## src/hdl/klc_pkg.sv

```systemverilog
// Shared types, constants and key decode for the keypad code lock controller.
package klc_pkg;

  // Stream widths
  localparam int unsigned InTdataW  = 24;  // key_code, hour_now, distance_cm, zero fill
  localparam int unsigned InTuserW  = 2;   // req_type
  localparam int unsigned OutTdataW = 16;  // result fields, zero fill
  localparam int unsigned ResW      = 11;  // packed result bits

  // Configuration port
  localparam int unsigned CfgAddrW = 3;
  localparam int unsigned CfgDataW = 16;

  localparam int unsigned CodeDigitsDef = 6;

  // Register reset values
  localparam logic [15:0] OpenTicksRst    = 16'd5000;
  localparam logic [15:0] AlarmTicksRst   = 16'd3000;
  localparam logic [3:0]  MaxFailuresRst  = 4'd3;
  localparam logic [9:0]  NearDistanceRst = 10'd30;
  localparam logic [4:0]  DayFirstRst     = 5'd7;
  localparam logic [4:0]  DayLastRst      = 5'd22;

  localparam logic [3:0] FailSat = 4'hF;

  typedef enum logic [2:0] {
    CFG_OPEN_TICKS    = 3'd0,
    CFG_ALARM_TICKS   = 3'd1,
    CFG_MAX_FAILURES  = 3'd2,
    CFG_NEAR_DISTANCE = 3'd3,
    CFG_DAY_FIRST     = 3'd4,
    CFG_DAY_LAST      = 3'd5
  } cfg_idx_e;

  typedef enum logic [1:0] {
    REQ_TICK   = 2'd0,
    REQ_KEY    = 2'd1,
    REQ_SAMPLE = 2'd2
  } req_e;

  typedef enum logic [1:0] {
    MODE_CLOCK  = 2'd0,
    MODE_ENTRY  = 2'd1,
    MODE_VERIFY = 2'd2,
    MODE_NEW    = 2'd3
  } mode_e;

  typedef enum logic [2:0] {
    KEY_DIGIT,
    KEY_CONFIRM,
    KEY_CHANGE,
    KEY_EXIT,
    KEY_RESTORE,
    KEY_NOP
  } key_kind_e;

  typedef struct packed {
    key_kind_e   kind;
    logic [3:0]  digit;
  } key_t;

  typedef struct packed {
    logic [15:0] open_ticks;
    logic [15:0] alarm_ticks;
    logic [3:0]  max_failures;
    logic [9:0]  near_distance;
    logic [4:0]  day_first_hour;
    logic [4:0]  day_last_hour;
  } cfg_t;

  typedef struct packed {
    logic [1:0]  req_type;
    logic [3:0]  key_code;
    logic [4:0]  hour_now;
    logic [9:0]  distance_cm;
  } item_t;

  // door_open ends up in bit 0
  typedef struct packed {
    logic [3:0]  failure_count;
    logic [2:0]  digit_position;
    logic [1:0]  lock_mode;
    logic        alarm_on;
    logic        door_open;
  } res_t;

  // Keypad matrix position to key function
  function automatic key_t decode_key(logic [3:0] code);
    key_t k;
    k.kind  = KEY_DIGIT;
    k.digit = 4'd0;
    case (code)
      4'd1:    k.digit = 4'd8;
      4'd2:    k.digit = 4'd4;
      4'd3:    k.digit = 4'd0;
      4'd5:    k.digit = 4'd9;
      4'd6:    k.digit = 4'd5;
      4'd7:    k.digit = 4'd1;
      4'd10:   k.digit = 4'd6;
      4'd11:   k.digit = 4'd2;
      4'd14:   k.digit = 4'd7;
      4'd15:   k.digit = 4'd3;
      4'd8:    k.kind  = KEY_CONFIRM;
      4'd9:    k.kind  = KEY_CHANGE;
      4'd12:   k.kind  = KEY_EXIT;
      4'd13:   k.kind  = KEY_RESTORE;
      default: k.kind  = KEY_NOP;  // keys 0 and 4 are unassigned
    endcase
    return k;
  endfunction

endpackage

```

## src/hdl/klc_cfg_regs.sv

```systemverilog
// Configuration register file of the code lock.
module klc_cfg_regs (
  input  logic                           clk_i,
  input  logic                           rst_ni,
  input  logic                           cfg_we_i,
  input  logic [klc_pkg::CfgAddrW-1:0]   cfg_addr_i,
  input  logic [klc_pkg::CfgDataW-1:0]   cfg_wdata_i,
  output klc_pkg::cfg_t                  cfg_o
);
  import klc_pkg::*;

  cfg_t cfg_q, cfg_d;

  always_comb begin
    cfg_d = cfg_q;
    if (cfg_we_i) begin
      case (cfg_idx_e'(cfg_addr_i))
        CFG_OPEN_TICKS:    cfg_d.open_ticks     = cfg_wdata_i;
        CFG_ALARM_TICKS:   cfg_d.alarm_ticks    = cfg_wdata_i;
        CFG_MAX_FAILURES:  cfg_d.max_failures   = cfg_wdata_i[3:0];
        CFG_NEAR_DISTANCE: cfg_d.near_distance  = cfg_wdata_i[9:0];
        CFG_DAY_FIRST:     cfg_d.day_first_hour = cfg_wdata_i[4:0];
        CFG_DAY_LAST:      cfg_d.day_last_hour  = cfg_wdata_i[4:0];
        default: ;  // unmapped index, dropped
      endcase
    end
  end

  always_ff @(posedge clk_i or negedge rst_ni) begin
    if (!rst_ni) begin
      cfg_q.open_ticks     <= OpenTicksRst;
      cfg_q.alarm_ticks    <= AlarmTicksRst;
      cfg_q.max_failures   <= MaxFailuresRst;
      cfg_q.near_distance  <= NearDistanceRst;
      cfg_q.day_first_hour <= DayFirstRst;
      cfg_q.day_last_hour  <= DayLastRst;
    end else begin
      cfg_q <= cfg_d;
    end
  end

  assign cfg_o = cfg_q;

endmodule

```

## src/hdl/klc_core.sv

```systemverilog
// Lock state registers and the single-pass update for one request.
module klc_core #(
  parameter int unsigned CODE_DIGITS = klc_pkg::CodeDigitsDef
) (
  input  logic           clk_i,
  input  logic           rst_ni,
  input  logic           step_i,   // apply item_i this cycle
  input  klc_pkg::item_t item_i,
  input  klc_pkg::cfg_t  cfg_i,
  output klc_pkg::res_t  res_o     // outputs after item_i
);
  import klc_pkg::*;

  localparam int unsigned PosW = (CODE_DIGITS > 1) ? $clog2(CODE_DIGITS) : 1;

  logic [3:0] dflt_code [CODE_DIGITS];

  for (genvar g = 0; g < CODE_DIGITS; g++) begin : g_dflt
    localparam int unsigned Digit = (CODE_DIGITS - g) % 10;
    assign dflt_code[g] = 4'(Digit);
  end

  mode_e       mode_q, mode_d;
  logic        day_seen_q, day_seen_d;
  logic [3:0]  stored_q [CODE_DIGITS];
  logic [3:0]  stored_d [CODE_DIGITS];
  logic [3:0]  entered_q [CODE_DIGITS];
  logic [3:0]  entered_d [CODE_DIGITS];
  logic [PosW-1:0] pos_q, pos_d;
  logic [3:0]  fail_q, fail_d;
  logic [15:0] door_tmr_q, door_tmr_d;
  logic [15:0] alarm_tmr_q, alarm_tmr_d;
  logic        door_q, door_d;
  logic        alarm_q, alarm_d;

  key_t        key;
  logic        match;
  logic [3:0]  fail_inc;
  logic        miss_hit;
  logic [15:0] door_tmr_inc, alarm_tmr_inc;
  logic        is_day;
  logic [PosW+2:0] pos_ext;

  assign key           = decode_key(item_i.key_code);
  assign fail_inc      = (fail_q != FailSat) ? fail_q + 4'd1 : fail_q;
  assign miss_hit      = (fail_inc >= cfg_i.max_failures);
  assign door_tmr_inc  = door_tmr_q + 16'd1;
  assign alarm_tmr_inc = alarm_tmr_q + 16'd1;
  assign is_day        = (item_i.hour_now >= cfg_i.day_first_hour) &&
                         (item_i.hour_now <= cfg_i.day_last_hour);

  always_comb begin
    match = 1'b1;
    for (int i = 0; i < CODE_DIGITS; i++) begin
      if (stored_q[i] != entered_q[i]) match = 1'b0;
    end
  end

  always_comb begin
    mode_d      = mode_q;
    day_seen_d  = day_seen_q;
    stored_d    = stored_q;
    entered_d   = entered_q;
    pos_d       = pos_q;
    fail_d      = fail_q;
    door_tmr_d  = door_tmr_q;
    alarm_tmr_d = alarm_tmr_q;
    door_d      = door_q;
    alarm_d     = alarm_q;

    case (req_e'(item_i.req_type))
      REQ_TICK: begin
        if (door_q) begin
          if (door_tmr_inc >= cfg_i.open_ticks) begin
            door_tmr_d = '0;
            door_d     = 1'b0;
          end else begin
            door_tmr_d = door_tmr_inc;
          end
        end
        if (alarm_q) begin
          if (alarm_tmr_inc >= cfg_i.alarm_ticks) begin
            alarm_tmr_d = '0;
            alarm_d     = 1'b0;
          end else begin
            alarm_tmr_d = alarm_tmr_inc;
          end
        end
      end
      REQ_KEY: begin
        unique case (key.kind)
          KEY_DIGIT: begin
            for (int i = 0; i < CODE_DIGITS; i++) begin
              if (PosW'(i) == pos_q) entered_d[i] = key.digit;
            end
            pos_d = (pos_q == PosW'(CODE_DIGITS - 1)) ? '0 : pos_q + 1'b1;
          end
          KEY_CONFIRM: begin
            unique case (mode_q)
              MODE_ENTRY: begin
                if (match) begin
                  door_d = 1'b1;
                  fail_d = '0;
                end else if (miss_hit) begin
                  fail_d  = '0;
                  alarm_d = 1'b1;
                end else begin
                  fail_d = fail_inc;
                end
              end
              MODE_VERIFY: begin
                if (match) begin
                  mode_d = MODE_NEW;
                  fail_d = '0;
                end else if (miss_hit) begin
                  fail_d  = '0;
                  alarm_d = 1'b1;
                  mode_d  = MODE_ENTRY;
                end else begin
                  fail_d = fail_inc;
                end
              end
              MODE_NEW: begin
                stored_d = entered_q;
                mode_d   = MODE_ENTRY;
              end
              MODE_CLOCK: ;  // confirm ignored in clock view
            endcase
          end
          KEY_CHANGE:  mode_d   = MODE_VERIFY;
          KEY_EXIT:    mode_d   = MODE_ENTRY;
          KEY_RESTORE: stored_d = dflt_code;
          KEY_NOP:     ;
        endcase
      end
      REQ_SAMPLE: begin
        if (is_day) begin
          mode_d = MODE_CLOCK;
          if (item_i.distance_cm <= cfg_i.near_distance) door_d = 1'b1;
        end else if (day_seen_q) begin
          mode_d = MODE_ENTRY;  // first night sample only
        end
        day_seen_d = is_day;
      end
      default: ;  // undefined request type, no change
    endcase
  end

  always_ff @(posedge clk_i or negedge rst_ni) begin
    if (!rst_ni) begin
      mode_q      <= MODE_CLOCK;
      day_seen_q  <= 1'b1;
      stored_q    <= dflt_code;
      entered_q   <= '{default: 4'd0};
      pos_q       <= '0;
      fail_q      <= '0;
      door_tmr_q  <= '0;
      alarm_tmr_q <= '0;
      door_q      <= 1'b0;
      alarm_q     <= 1'b0;
    end else if (step_i) begin
      mode_q      <= mode_d;
      day_seen_q  <= day_seen_d;
      stored_q    <= stored_d;
      entered_q   <= entered_d;
      pos_q       <= pos_d;
      fail_q      <= fail_d;
      door_tmr_q  <= door_tmr_d;
      alarm_tmr_q <= alarm_tmr_d;
      door_q      <= door_d;
      alarm_q     <= alarm_d;
    end
  end

  assign pos_ext = {3'b000, pos_d};

  assign res_o.door_open      = door_d;
  assign res_o.alarm_on       = alarm_d;
  assign res_o.lock_mode      = mode_d;
  assign res_o.digit_position = pos_ext[2:0];
  assign res_o.failure_count  = fail_d;

endmodule

```

## src/hdl/keypad_code_lock_controller_unit.sv

```systemverilog
// Top level of the keypad code lock controller: stream ports, input and result registers.
//
//  channel   | dir | handshake             | payload (lowest bit first)
//  ----------+-----+-----------------------+------------------------------------------------
//  s_axis    | in  | tvalid / tready       | tuser: req_type; tdata: key_code, hour_now,
//            |     |                       |        distance_cm
//  m_axis    | out | tvalid / tready       | tdata: door_open, alarm_on, lock_mode,
//            |     |                       |        digit_position, failure_count
//  cfg       | in  | cfg_we_i (no wait)    | cfg_addr_i index, cfg_wdata_i value
//
// Every request produces exactly one result. A request is held in the input
// register, is applied to the lock state when it advances and its result is then
// held in the result register; one request per cycle sustained while results are
// taken. Reset brings the valid flags, settings and lock state to their power-up values at
// once; no clearing pass. A stalled result holds the pipe; the input register
// still takes one more request while the result waits.
module keypad_code_lock_controller_unit #(
  parameter int unsigned CODE_DIGITS = klc_pkg::CodeDigitsDef
) (
  input  logic                            clk_i,
  input  logic                            rst_ni,
  // request stream
  input  logic                            s_axis_tvalid_i,
  output logic                            s_axis_tready_o,
  input  logic [klc_pkg::InTdataW-1:0]    s_axis_tdata_i,   // key_code[3:0], hour_now[8:4],
                                                            // distance_cm[18:9], zero fill
  input  logic [klc_pkg::InTuserW-1:0]    s_axis_tuser_i,   // req_type[1:0]
  // result stream
  output logic                            m_axis_tvalid_o,
  input  logic                            m_axis_tready_i,
  output logic [klc_pkg::OutTdataW-1:0]   m_axis_tdata_o,   // door_open[0], alarm_on[1],
                                                            // lock_mode[3:2],
                                                            // digit_position[6:4],
                                                            // failure_count[10:7], zero fill
  // configuration writes
  input  logic                            cfg_we_i,
  input  logic [klc_pkg::CfgAddrW-1:0]    cfg_addr_i,
  input  logic [klc_pkg::CfgDataW-1:0]    cfg_wdata_i
);
  import klc_pkg::*;

  cfg_t  cfg;
  item_t in_item_d, in_item_q;
  logic  in_valid_q, in_valid_d;
  res_t  res_next, res_q;
  logic  out_valid_q, out_valid_d;
  logic  s_accept, advance;

  // Request moves into the result register when that slot is free or draining
  assign advance         = in_valid_q && (!out_valid_q || m_axis_tready_i);
  assign s_axis_tready_o = !in_valid_q || advance;
  assign s_accept        = s_axis_tvalid_i && s_axis_tready_o;

  assign in_item_d.req_type    = s_axis_tuser_i;
  assign in_item_d.key_code    = s_axis_tdata_i[3:0];
  assign in_item_d.hour_now    = s_axis_tdata_i[8:4];
  assign in_item_d.distance_cm = s_axis_tdata_i[18:9];

  always_comb begin
    in_valid_d = in_valid_q;
    if (s_accept)     in_valid_d = 1'b1;
    else if (advance) in_valid_d = 1'b0;

    out_valid_d = out_valid_q;
    if (advance)              out_valid_d = 1'b1;
    else if (m_axis_tready_i) out_valid_d = 1'b0;
  end

  always_ff @(posedge clk_i or negedge rst_ni) begin
    if (!rst_ni) begin
      in_valid_q  <= 1'b0;
      out_valid_q <= 1'b0;
    end else begin
      in_valid_q  <= in_valid_d;
      out_valid_q <= out_valid_d;
    end
  end

  // payload registers, no reset
  always_ff @(posedge clk_i) begin
    if (s_accept) in_item_q <= in_item_d;
    if (advance)  res_q     <= res_next;
  end

  klc_cfg_regs u_cfg (
    .clk_i       (clk_i),
    .rst_ni      (rst_ni),
    .cfg_we_i    (cfg_we_i),
    .cfg_addr_i  (cfg_addr_i),
    .cfg_wdata_i (cfg_wdata_i),
    .cfg_o       (cfg)
  );

  klc_core #(
    .CODE_DIGITS (CODE_DIGITS)
  ) u_core (
    .clk_i   (clk_i),
    .rst_ni  (rst_ni),
    .step_i  (advance),
    .item_i  (in_item_q),
    .cfg_i   (cfg),
    .res_o   (res_next)
  );

  assign m_axis_tvalid_o = out_valid_q;
  assign m_axis_tdata_o  = {(OutTdataW - ResW)'(0), res_q};

endmodule

```

## config.mk

```make
export PLATFORM = sky130hd
export DESIGN_NAME = keypad_code_lock_controller_unit
export DESIGN_NICKNAME = d
export VERILOG_FILES = /design/src/hdl/klc_pkg.sv /design/src/hdl/klc_cfg_regs.sv /design/src/hdl/klc_core.sv /design/src/hdl/keypad_code_lock_controller_unit.sv
export SDC_FILE = /design/constraint.sdc
export NUM_CORES = 1
export LEC_CHECK = 0
export ABC_CLOCK_PERIOD_IN_PS = 4400
export BUFFER_PORTS_ARGS = -buffer_cell sky130_fd_sc_hd__buf_2
export CAP_MARGIN = 0
export CORE_MARGIN = 5
export CORE_UTILIZATION = 28
export DETAILED_ROUTE_END_ITERATION = 7
export PLACE_DENSITY = 0.41
export SLEW_MARGIN = 10
export SYNTH_ARGS = -nofsm -noshare
export SYNTH_HDL_FRONTEND = slang
export SYNTH_SLANG_ARGS = --single-unit
```

## constraint.sdc

```tcl
create_clock -name clk_i -period 4.4 [get_ports clk_i]
set_input_delay 0.22 -clock clk_i [delete_from_list [all_inputs] [get_ports clk_i]]
set_output_delay 0.22 -clock clk_i [all_outputs]
set_load 0.02 [all_outputs]
```

==> impl_summary.log <==
INFO  metric number_of_buffers_added_by_the_clock_tree_synthesis_step = 17
INFO  metric cpPeakStageDelay = 0.41 ns
INFO  metric diode_count = 0
INFO  metric layout.filler_cells = roughly 3500
INFO  metric postSynth.asyncResetShare = between 80 and 90%
INFO  metric dr_total_vias = approximately 6600
INFO  metric cell_internal_pwr = 3.31 mW
INFO  metric power.combinational.fraction = approximately a fifth
INFO  metric cp_max_fo = 14
INFO  metric netlist.top_cell.by_area = sky130_fd_sc_hd__dfrtp_1
INFO  metric grt.overflow.total = 0
INFO  metric wirelength = 22.7 mm
INFO  metric synth.top_cells.by_area = sky130_fd_sc_hd__dfrtp_1, sky130_fd_sc_hd__edfxtp_1, sky130_fd_sc_hd__dfstp_2
INFO  metric antenna_left = 0
INFO  metric grt_setup_unrepaired = false
INFO  metric multi_input_comb_area = ~4400 sq um
INFO  metric timing.critical_path.to_type = register
INFO  metric clock_tree.root_cell = sky130_fd_sc_hd__clkbuf_16
INFO  metric min_period = roughly 3.7 ns
INFO  metric post_synth_inst_count = around 900
INFO  metric path_class = register to register
INFO  metric first_iter_violations = 280
INFO  metric critPathTopFamily = simple AND/OR/NAND/NOR gates
INFO  metric timing.fmax = 268 MHz
INFO  metric gp_routability_congestion = 0.737
INFO  metric post-route-drc-count = 0
INFO  metric net_switching_component_of_the_power = 1.47 mW
INFO  metric crit_chain = nand3_1 -> nor2_1 -> and4_1 -> and3_1 -> nand3_1 -> xnor2_1 -> ha_1 -> nand4_1 -> or2_2 -> o22ai_1 -> a211oi_2 -> buf_4 -> a211oi_1 -> a21oi_1 -> o21a_1
INFO  metric hpwl = 16.2 mm
INFO  metric post-route-cell-area = between 10000 and 15000 sq um
INFO  metric worst_hold_path.num_cells = 3
INFO  metric fin_skew = 0.0155 ns
INFO  metric power_leakage = between 5 and 6 nW
INFO  metric floorplan_core_area = 33500 sq um
INFO  metric required = 4.59 ns
INFO  metric avgViaCountPerCell = about 4.6
INFO  metric synth-main-ff-cell = sky130_fd_sc_hd__dfrtp_1
INFO  metric cts.repair_timing.setup_buffer_count = 0
INFO  metric cts_tree = built
INFO  metric final_core_util = 33.3%
INFO  metric yosysTopAreaCellShare = between 30% and 40%
INFO  metric grt_start_max_net_pins = between 80 and 90
INFO  metric cts.hold.buffers_added = 27
INFO  metric ir_worst_vdd = 284 uV
INFO  metric die_area = 37800 sq um
INFO  metric regToRegSetupSlack = slightly below 0.7 ns
INFO  metric clk_pin_slew = approximately 0.07 ns
INFO  metric grt.total_usage = 12.5%
INFO  metric hold_slack = approximately 0.021 ns
INFO  metric num_rows = between 60 and 70
INFO  metric max_slew_headroom = roughly 30%
INFO  metric layout-drive-gt1-share = slightly below 20%
INFO  metric final_hold_viol_count = 0
INFO  metric switching_share = between 30% and 40%
INFO  metric worst_path_most_repeated_cell = sky130_fd_sc_hd__nand3_1
INFO  metric clkSinkCount = roughly 180
INFO  metric worst-slew-pin-transition = 1.05 ns
INFO  metric critical_path.slowest_cell = sky130_fd_sc_hd__dfrtp_1
INFO  metric ctsHtreeMaxLevel = 4
INFO  metric totalNegativeSetupSlack = 0 ns
INFO  metric synth.yosys.seq_area_share = 50.0%
INFO  metric cap_viol_max_count = 0
INFO  metric grt_antenna_before_repair = 0
INFO  metric number_of_enable_type_register_cells_in_the_synthesized_netlist = 32
INFO  metric pins_over_their_slew_limit = 0
INFO  metric whs_endpoint = u_cfg.cfg_o[38]
INFO  metric yosysWarningCount = 0
INFO  metric place.detailed.instances = 1382
INFO  metric detailedRoute.firstPassIterationCount = 4
INFO  metric critical_path_buf_inv_count = 1
INFO  metric r2r-end = m_axis_tdata_o[0]
INFO  metric cts-root-to-sink-buffers = 2
INFO  metric timing.rr.start = u_core.door_tmr_q[0]
INFO  metric initial_standard_cell_utilization_of_the_core = 28.4%
INFO  metric final_net_count = between 1000 and 1500
INFO  metric io_buffer_count = 57
INFO  metric wire_per_inst = approximately 16 um
INFO  metric synthesis_stage_register_bit_count = 182
INFO  metric status = finished, final reports clean
INFO  metric placed_area = 10300 sq um
INFO  metric setup_viol = 0
INFO  metric power_frac_clock = 32.2%
INFO  metric netlist_area = between 9000 and 10000 sq um
INFO  metric grt_pass1_vias = 6694
INFO  metric ios = 68
INFO  metric ff2ff_path_depth = 15
INFO  metric seq_power_share = 47.1%
INFO  metric cp_launch_type = register
INFO  metric areaGrowthSynthToFinish = 17.3%
INFO  metric min_period_over_period = 84.7%
INFO  metric final_cell_count_no_fill = roughly 1400
INFO  metric ctsResizeCount = 0
INFO  metric holdCritStartpoint = cfg_wdata_i[14]
INFO  metric grt_pass1_wl = between 30 and 40 mm
INFO  metric chipHeight = approximately 190 um
INFO  metric hold_path.class = primary input to register
INFO  metric synth.lib_cells_used.distinct = 64
INFO  metric chipWidth = 194 um
INFO  metric avgSynthCellArea = around 11 sq um
INFO  metric worst_ep_arrival_time = approximately 4 ns
INFO  metric clk_latency = roughly 0.45 ns
INFO  metric seqCellArea = 4760 sq um
INFO  metric power_density = 427 nW/um^2
==> flip-flops by register name (all words and copies together), names as in the netlist <==
name and count:
u_cfg.cfg_o 56, u_core.entered_q 24, u_core.stored_q 24, in_item_q 21, u_core.alarm_tmr_q 16, u_core.door_tmr_q 16, m_axis_tdata_o 11, u_core.fail_q 4
u_core.pos_q 3, u_core.mode_q 2, in_valid_q 1, m_axis_tvalid_o 1, u_core.alarm_q 1, u_core.day_seen_q 1, u_core.door_q 1
==> stage by stage <==
stage / worst slack, ns / power [mW]
floorplan: 1.25 / 2.94
global placement: 0.757 / 3.26
detailed placement: 0.713 / 3.27
CTS: 0.676 / 4.88
global route: 0.330 / 5.10
finish: 0.674 / 4.77
==> cell usage in the layout, fill, tap and decap left out, drive strengths merged, types with 7 or more instances in the layout <==
cell type | netlist | routed
dlygate4sd3 | 0 | 27
a211oi | 7 | 7
nand3 | 37 | 37
ha | 67 | 67
xor2 | 32 | 32
a21o | 21 | 21
and3 | 14 | 14
nor2 | 19 | 19
edfxtp | 32 | 32
inv | 69 | 74
a21oi | 21 | 21
clkbuf | 21 | 19
a32o | 22 | 22
nor3 | 15 | 15
mux2 | 49 | 49
o21ai | 65 | 65
nand2 | 121 | 121
nand4 | 8 | 8
clkinv | 0 | 7
nand2b | 17 | 17
dfstp | 34 | 34
dfrtp | 116 | 116
xnor2 | 19 | 19
buf | 13 | 67
nor2b | 7 | 7
nor4 | 8 | 8
==> power groups by stage <==
stage,clock [mW],sequential [mW],combinational [mW]
finish,1.54,2.25,0.989
global route,1.66,2.28,1.15
CTS,1.61,2.25,1.02
detailed placement,0,2.28,0.993
global placement,0,2.28,0.986
floorplan,0,2.24,0.702
==> worst reg2reg max path: cells and delay by family (launching register included) <==
family	cells	cell delay, ns
AOI/OAI and AO/OA	5	0.90
and+or+nand+nor	7	1.49
xor gates and xnor gates	1	0.16
DFF	1	0.41
adders and majority gates	1	0.30
buffers and inverters	1	0.22
==> per-layer routing <==
metal | vias to the layer above | global-route usage (%) | share of wire [%]
met5 | - | 0 | 0
met4 | 0 | 3.72 | 1.4
met3 | 16 | 2.48 | 2.1
met2 | 70 | 19.6 | 46
met1 | 3174 | 17.6 | 50
li1 | 3304 | - | -
==> cell usage after synthesis (21+ instances only) <==
cell type / count
sky130_fd_sc_hd__a21o_1: 21
sky130_fd_sc_hd__nand3_1: 37
sky130_fd_sc_hd__clkbuf_1: 21
sky130_fd_sc_hd__mux2_2: 45
sky130_fd_sc_hd__ha_1: 67
sky130_fd_sc_hd__edfxtp_1: 32
sky130_fd_sc_hd__o21ai_0: 64
sky130_fd_sc_hd__a32o_1: 22
sky130_fd_sc_hd__xor2_1: 32
sky130_fd_sc_hd__dfstp_2: 34
sky130_fd_sc_hd__inv_1: 68
sky130_fd_sc_hd__nand2_1: 121
sky130_fd_sc_hd__dfrtp_1: 116
==> worst max path at each step <==
stage	end	start	slack, ns	cells past startpoint
final	m_axis_tdata_o[0]	u_core.door_tmr_q[0]	0.67	15
after global routing	m_axis_tdata_o[0]	u_core.door_tmr_q[0]	0.33	15
after CTS	m_axis_tdata_o[0]	u_core.door_tmr_q[0]	0.68	15
after detailed placement	m_axis_tdata_o[0]	u_core.door_tmr_q[0]	0.71	15
after global placement	m_axis_tdata_o[0]	u_core.door_tmr_q[0]	0.76	15
after floorplan	m_axis_tdata_o[0]	u_core.door_tmr_q[4]	1.25	15
==> final cells by class <==
type,count,area share (%)
tap,448,5.02
timing repair buffer,94,5.70
sequential,182,42.6
clock buffer,19,4.06
clock inverter,13,1.08
inverter,69,2.32
multi-input combinational,616,39.2
==> logic make-up after synthesis <==
logic type / share of synthesized area [%]
and+or+nand+nor: 14.6
adders and majority gates: 8.80
other: 0.0394
muxes: 6.25
AOI/OAI and AO/OA: 11.4
buffers and inverters: 4.32
xor gates and xnor gates: 4.69
DFF: 50.0
Note: power is estimated with default switching activity, not from simulation.
